$ cat config.mk
export PLATFORM = sky130hd
export DESIGN_NAME = ple_seq
export DESIGN_NICKNAME = d
export VERILOG_FILES = /design/src/sv/ple_pkg.sv /design/src/sv/ple_seq.sv
export SDC_FILE = /design/constraint.sdc
export NUM_CORES = 1
export LEC_CHECK = 0
export BUFFER_PORTS_ARGS = -buffer_cell sky130_fd_sc_hd__buf_2
export CAP_MARGIN = 20
export CELL_PAD_IN_SITES_DETAIL_PLACEMENT = 1
export CELL_PAD_IN_SITES_GLOBAL_PLACEMENT = 2
export CORE_ASPECT_RATIO = 0.9
export CORE_MARGIN = 5
export CORE_UTILIZATION = 28
export DETAILED_ROUTE_END_ITERATION = 10
export PLACE_DENSITY_LB_ADDON = 0.1
export SKIP_CTS_REPAIR_TIMING = 1
export SYNTH_ARGS = -nofsm -noshare
export SYNTH_HDL_FRONTEND = slang
export SYNTH_SLANG_ARGS = --single-unit
export TNS_END_PERCENT = 1
$ cat constraint.sdc
create_clock -name clk -period 2.51 [get_ports clk]
set_input_delay 0.1255 -clock clk [delete_from_list [all_inputs] [get_ports clk]]
set_output_delay 0.1255 -clock clk [all_outputs]
set_load 0.1 [all_outputs]
$ cat src/sv/ple_pkg.sv
// ----------------------------------------------------------------------------
// Positional list engine package
// Field widths, operation and status codes, and the microprogram of the
// sequencer that runs each request.
// ----------------------------------------------------------------------------
`default_nettype none

package ple_pkg;

	localparam int OP_W       = 2;
	localparam int POS_W      = 11;
	localparam int VAL_W      = 8;
	localparam int ST_W       = 2;
	localparam int S_TDATA_W  = 24;
	localparam int S_TUSER_W  = 2;
	localparam int M_TDATA_W  = 40;
	localparam int UPC_W      = 4;

	// request kinds
	localparam logic [OP_W-1:0] OP_INSERT = 2'd0;
	localparam logic [OP_W-1:0] OP_DELETE = 2'd1;
	localparam logic [OP_W-1:0] OP_LOCATE = 2'd2;
	localparam logic [OP_W-1:0] OP_GET    = 2'd3;

	// result status
	localparam logic [ST_W-1:0] ST_OK     = 2'd0;
	localparam logic [ST_W-1:0] ST_BADPOS = 2'd1;
	localparam logic [ST_W-1:0] ST_FULL   = 2'd2;
	localparam logic [ST_W-1:0] ST_EMPTY  = 2'd3;

	typedef logic [UPC_W-1:0] upc_t;

	// microprogram step addresses
	localparam upc_t S_IDLE      = 4'd0;
	localparam upc_t S_CHECK     = 4'd1;
	localparam upc_t S_INS_SETUP = 4'd2;
	localparam upc_t S_INS_MOVE  = 4'd3;
	localparam upc_t S_INS_PUT   = 4'd4;
	localparam upc_t S_RD_POS    = 4'd5;
	localparam upc_t S_LATCH     = 4'd6;
	localparam upc_t S_DEL_MOVE  = 4'd7;
	localparam upc_t S_DEL_FIN   = 4'd8;
	localparam upc_t S_LOC_SETUP = 4'd9;
	localparam upc_t S_LOC_SCAN  = 4'd10;
	localparam upc_t S_EMIT      = 4'd11;

	typedef enum logic [2:0] {
		SQ_NEXT,
		SQ_JUMP,
		SQ_WAIT_IN,
		SQ_DISPATCH,
		SQ_LOOP,
		SQ_SCAN,
		SQ_GET,
		SQ_EMIT
	} seq_t;

	typedef enum logic [1:0] {
		LD_NONE,
		LD_INS,
		LD_POS,
		LD_LOC
	} ld_t;

	typedef enum logic [1:0] {
		MV_NONE,
		MV_DOWN,
		MV_UP,
		MV_SCAN
	} mv_t;

	typedef enum logic [1:0] {
		LEN_HOLD,
		LEN_INC,
		LEN_DEC
	} len_t;

	typedef struct packed {
		seq_t seq;
		logic take;
		logic check;
		ld_t  ld;
		mv_t  mv;
		logic put;
		len_t len;
		logic latch;
		logic emit;
		upc_t target;
	} cw_t;

	typedef struct packed {
		logic            in_valid;
		logic            out_free;
		logic            err;
		logic            cnt_zero;
		logic            scan_end;
		logic [OP_W-1:0] op;
	} cond_t;

	function automatic cw_t ucode(input upc_t a);
		cw_t w;
		w = '0;
		unique case (a)
			S_IDLE: begin
				w.take = 1'b1;
				w.seq  = SQ_WAIT_IN;
			end
			S_CHECK: begin
				w.check  = 1'b1;
				w.seq    = SQ_DISPATCH;
				w.target = S_EMIT;
			end
			S_INS_SETUP: begin
				w.ld  = LD_INS;
				w.seq = SQ_NEXT;
			end
			S_INS_MOVE: begin
				w.mv     = MV_DOWN;
				w.seq    = SQ_LOOP;
				w.target = S_INS_PUT;
			end
			S_INS_PUT: begin
				w.put    = 1'b1;
				w.len    = LEN_INC;
				w.seq    = SQ_JUMP;
				w.target = S_EMIT;
			end
			S_RD_POS: begin
				w.ld  = LD_POS;
				w.seq = SQ_NEXT;
			end
			S_LATCH: begin
				w.latch  = 1'b1;
				w.seq    = SQ_GET;
				w.target = S_EMIT;
			end
			S_DEL_MOVE: begin
				w.mv     = MV_UP;
				w.seq    = SQ_LOOP;
				w.target = S_DEL_FIN;
			end
			S_DEL_FIN: begin
				w.len    = LEN_DEC;
				w.seq    = SQ_JUMP;
				w.target = S_EMIT;
			end
			S_LOC_SETUP: begin
				w.ld  = LD_LOC;
				w.seq = SQ_NEXT;
			end
			S_LOC_SCAN: begin
				w.mv     = MV_SCAN;
				w.seq    = SQ_SCAN;
				w.target = S_EMIT;
			end
			S_EMIT: begin
				w.emit   = 1'b1;
				w.seq    = SQ_EMIT;
				w.target = S_IDLE;
			end
			default: begin
				w.seq    = SQ_JUMP;
				w.target = S_IDLE;
			end
		endcase
		return w;
	endfunction

endpackage

`default_nettype wire

$ cat src/sv/ple_seq.sv
// ----------------------------------------------------------------------------
// Positional list engine sequencer
// Step counter over the microprogram; fetches one control word per step.
// ----------------------------------------------------------------------------
`default_nettype none

module ple_seq
	import ple_pkg::*;
(
	input  wire logic  clk,
	input  wire logic  arst_n,
	input  wire cond_t cond,
	output cw_t        cw
);

	upc_t upc_q;
	upc_t upc_next;

	assign cw = ucode(upc_q);

	always_comb begin
		upc_next = upc_q + upc_t'(1);
		unique case (cw.seq)
			SQ_NEXT: upc_next = upc_q + upc_t'(1);
			SQ_JUMP: upc_next = cw.target;
			SQ_WAIT_IN: begin
				upc_next = cond.in_valid ? upc_q + upc_t'(1) : upc_q;
			end
			SQ_DISPATCH: begin
				if (cond.err) begin
					upc_next = cw.target;
				end else begin
					unique case (cond.op) inside
						OP_INSERT:        upc_next = S_INS_SETUP;
						OP_LOCATE:        upc_next = S_LOC_SETUP;
						OP_DELETE, OP_GET: upc_next = S_RD_POS;
						default:          upc_next = S_IDLE;
					endcase
				end
			end
			SQ_LOOP: upc_next = cond.cnt_zero ? cw.target : upc_q;
			SQ_SCAN: upc_next = cond.scan_end ? cw.target : upc_q;
			SQ_GET: begin
				upc_next = (cond.op == OP_GET) ? cw.target : upc_q + upc_t'(1);
			end
			SQ_EMIT: upc_next = cond.out_free ? cw.target : upc_q;
			default: upc_next = S_IDLE;
		endcase
	end

	always_ff @(posedge clk or negedge arst_n) begin
		if (!arst_n) begin
			upc_q <= S_IDLE;
		end else begin
			upc_q <= upc_next;
		end
	end

endmodule

`default_nettype wire

## Word-level counts from Yosys, hierarchy flattened

Index checks and enable logic that the tools add are counted.

| storage, ports and cells | value |
|---|---|
| register bits | 4 |
| bits of input ports | 9 |

| operators by class | value |
|---|---|
| add/sub/neg operators | 1 |
| equal/unequal tests | 25 |
| muxes and demuxes | 18 |
| reductions and logical operators | 8 |

Operator list:

| operator | number |
|---|---|
| 4-bit case mux with 8 select lines | 1 |
| 4-bit 2-to-1 mux | 6 |
| 4-bit case mux with 3 select lines | 2 |
| 3-bit case mux with 7 select lines | 1 |
| 4-bit by 3-bit equality test with 1-bit output, second input constant | 4 |
| 4-bit equality test, second input constant | 4 |
| 3-bit equality test, second input constant | 4 |
| 2-bit case mux with 3 select lines | 2 |
| 4-bit by 2-bit equality test with 1-bit output, second input constant | 2 |
| 2-bit inequality test, second input constant | 4 |
| 3-bit by 2-bit equality test with 1-bit output, second input constant | 2 |
| 1-bit 2-to-1 mux | 5 |
| 5-bit OR reduction | 1 |
| 4-bit by 1-bit adder with 4-bit output, second input constant | 1 |
| 2-bit equality test, second input constant | 2 |
| 4-bit by 1-bit equality test with 1-bit output, second input constant | 1 |
| 4-bit zero test | 1 |
| 2-bit case mux with 2 select lines | 1 |
| 4-bit AND reduction | 1 |
| 2-bit OR reduction | 2 |
| 3-bit by 1-bit equality test with 1-bit output, second input constant | 1 |
| 3-bit zero test | 1 |
| 3-bit OR reduction | 1 |
| 2-bit by 1-bit equality test with 1-bit output, second input constant | 1 |
| 2-bit zero test | 1 |

## Depth between registers and ports, before layout

| logic depth | value |
|---|---|
| word-level depth | 6 |
| gate-level depth with buffers | 9 |
| mapped depth without buffers | 8 |

## Worst setup path after synthesis

OpenSTA, ideal clock, no wires.

| timing path | value |
|---|---|
| path type | register -> register |
| start point | reg upc_q[0] |
| end point | reg upc_q[3] |
| setup time | 125 ps |
| arrival time | 3225 ps |
| slack | -840 ps |
| stages on the path, launching flop included | 9 |
| period minus slack after synthesis | 3350 ps |
| path through | dfrtp_1 > inv_1 > ha_1 > o21ai_0 > a21boi_1 > a21bo_2 > a21o_1 > o21ai_4 > mux2_4 |

RTL lines:

| item | RTL line | text |
|---|---|---|
| start: declaration | ple_seq.sv:16 | `upc_t upc_q;` |
| start signal: assignment | ple_seq.sv:55 | `upc_q <= upc_next;` |

## Worst setup path in the final report

| timing path | value |
|---|---|
| start point | reg upc_q[1] |
| end point | reg upc_q[3] |

| between the ends | value |
|---|---|
| longest elaborated chain between the ends | 6 |
| elaborated cells between the ends (all ways) | 38 |

RTL lines:

| item | RTL line | text |
|---|---|---|
| 4-bit equality test (tied with other cells) | ple_pkg.sv:103 | `unique case (a)` |
| 3-bit OR reduction (no line) / 2-bit OR reduction (equally long branches) | n/a |  |
| 3-bit case mux with 7 select lines | ple_pkg.sv:103 |  |
| 3-bit by 2-bit equality test with 1-bit output / 3-bit equality test (equally long branches) | ple_seq.sv:23 | `unique case (cw.seq)` |
| 2-bit inequality test (no line) | n/a |  |
| 4-bit AND reduction (no line) | n/a |  |

Several ways; a longest one is shown, not always the timed one. The select of a mux whose other input is x is not followed.
A chain may end at the register's enable or synchronous reset.

==> results_dict.tcl <==
set metrics [dict create \
    timing.fmax_ghz 0.4302 \
    synth-edff-count 0 \
    synth_seq_cells 4 \
    diodes 0 \
    ys_async_sr_fraction 1.000 \
    dpl.hpwl_um 2175 \
    grt_use_total 0.1256 \
    startpoint_type "flop" \
    io_buffers 26 \
    viasPerCell 5.184 \
    antenna_found_initial 0 \
    yosysWarnings 0 \
    syn-cell-area_sq_um 909.6 \
    cts_max_level 1 \
    wl_um 2832 \
    synth.top_cell.area_share 0.1100 \
    drtIter0Drc 56 \
    setup_viol 0 \
    dr_total_vias 928 \
    drive_gt1_frac 0.3796 \
    grt_pass1_wl_um 4671 \
    drc 0 \
    post-route-util 0.3680 \
    post-route-period-util 0.9262 \
    start_util 0.2943 \
    synth_area_leaders "dfrtp_1 11%, ha_1 5.5%, nor2b_1 5.5%, nor2_1 5.0%, mux2i_1 4.4%" \
    die_x_um 70.08 \
    critical_path_class "reg2reg" \
    synth_most_common_cell "nor2_1" \
    largest_reg_flops 4 \
    fin_skew_ns 0.004325 \
    largest_register "upc_q" \
    core_area_sq_um 3090 \
    ys_types 51 \
    drv_slew 0 \
    cp-end-kind "flop" \
    tightest_slew_ns 0.4919 \
    die_area_sq_um 4490 \
    cts_tree "yes" \
    syn_nets 129 \
    reg_top3 "upc_q (4)" \
    die_h_um 64.07 \
    synth_top_cell_by_area "dfrtp_1" \
    gp_congestion 0.7541 \
    period_needed_ns 2.325 \
    syn-mean-instance-area_sq_um 7.842 \
    maxSlewHeadroom 0.6743 \
    hold_violations 0 \
    grt_max_degree 28 \
    cts_root_buf "clkbuf_4" \
    ioPinCount 27 \
    ys.flop_type "dfrtp_1" \
    wire_per_inst_um 15.82 \
    nNetsFinal 152 \
    drtPass1Iterations 4 \
    clock_tree.buffer_depth 2 \
    synthesis.instances 116 \
    yosysSeqAreaShare 0.1100 \
    worstPathArrival_ns 2.44 \
    path_max_fanout 13 \
    grt_pass1_vias 979 \
    overflow 0 \
    cts_num_sinks 4 \
    path_clk_slew_ns 0.04 \
    insertion_delay_ns 0.24 \
    synth_top_cells_by_count "12 x nor2_1, 8 x nor2b_1, 6 x nand2_1" \
    cts_buffers 3 \
    status "complete, no violations" \
    hold_path_class "in2async" \
    grt_setup_unrepaired "false" \
    areaGrowthSynthToFinish_pct 25.03 \
    cap_violations 0 \
    cp.required_ns 2.63 \
    drtAntennaViolNets 0 \
    num_rows 19 \
    setup_tns_ns 0 \
]
cell type report:
type	count	area [sq um]
Fill cell	406	1953
Multi-Input combinational cell	97	767.0
Timing Repair Buffer	29	180.2
Sequential cell	4	100.1
Tap cell	42	52.55
Clock buffer	3	22.52
Inverter	4	15.01
path summary, 6_finish.rpt:
check,startpoint,cells past startpoint,end,slack [ns]
min,arst_n,2,upc_q[1],0.24
max,upc_q[1],7,upc_q[3],0.19
max in group asynchronous,arst_n,2,upc_q[3],2.15
min reg2reg,upc_q[2],2,upc_q[2],0.67
min in group clk,cond[6],4,upc_q[1],0.35
max reg2reg,upc_q[1],7,upc_q[3],0.19
worst max-delay path: stages, from the launching register on:
cell     delay, ns
dfrtp_1       0.43
inv_2         0.09
ha_2          0.28
or3_1         0.45
nor3_1        0.29
a21oi_4       0.12
o21ai_4       0.22
mux2_4        0.31
per-stage QoR:
step / worst slack [ns] / hold slack [ns] / cell area [sq um] / std cells
CTS: 0.1022 / -0.3133 / 1125 / 178
detailed placement: 0.1086 / -0.06379 / 1102 / 175
finish: 0.1853 / 0.2381 / 1137 / 179
global placement: 0.2328 / -0.06776 / 1102 / 175
floorplan: -0.05051 / -0.1701 / 970.9 / 116
global route: 0.04665 / 0.2557 / 1137 / 179
logic make-up (layout without fill, tap and decap cells):
kind of cell,after synthesis,after routing,synth area share
AOI/OAI and AO/OA,33,33,0.2971
xor gates and xnor gates,2,2,0.01926
adders and majority gates,4,4,0.05502
buffers and inverters,15,36,0.1169
DFF,4,4,0.1100
muxes,5,5,0.06052
and+or+nand+nor,53,53,0.3411
placed cells by master, fill, tap and decap left out, types with 2 or more instances in the layout:
cell,instances
ha_2,2
dfrtp_1,4
and2_1,5
inv_1,2
inv_2,2
clkbuf_4,3
nand3b_1,2
o22ai_1,2
o21ai_0,4
buf_2,26
nor2b_1,7
a21o_1,2
buf_12,2
or3_1,2
a21oi_1,5
nor3b_1,2
nand2b_1,2
nor3_1,3
nand2_1,6
nand3_1,3
nor2_1,12
ha_4,2
mux2i_1,4
o221ai_1,2
a41oi_1,2
per-layer routing:
| layer | global-route usage | vias to the layer above | wire length [um] |
|---|---|---|---|
| met5 | 0 | - | 0 |
| met2 | 0.2217 | 18 | 1269 |
| li1 | - | 463 | - |
| met3 | 0.007837 | 5 | 53 |
| met1 | 0.1653 | 442 | 1473 |
| met4 | 0.03589 | 0 | 36 |
Power is left out: the tool's default activity adds up to more than one toggle a clock period on the data nets, which glitch-free logic cannot reach.
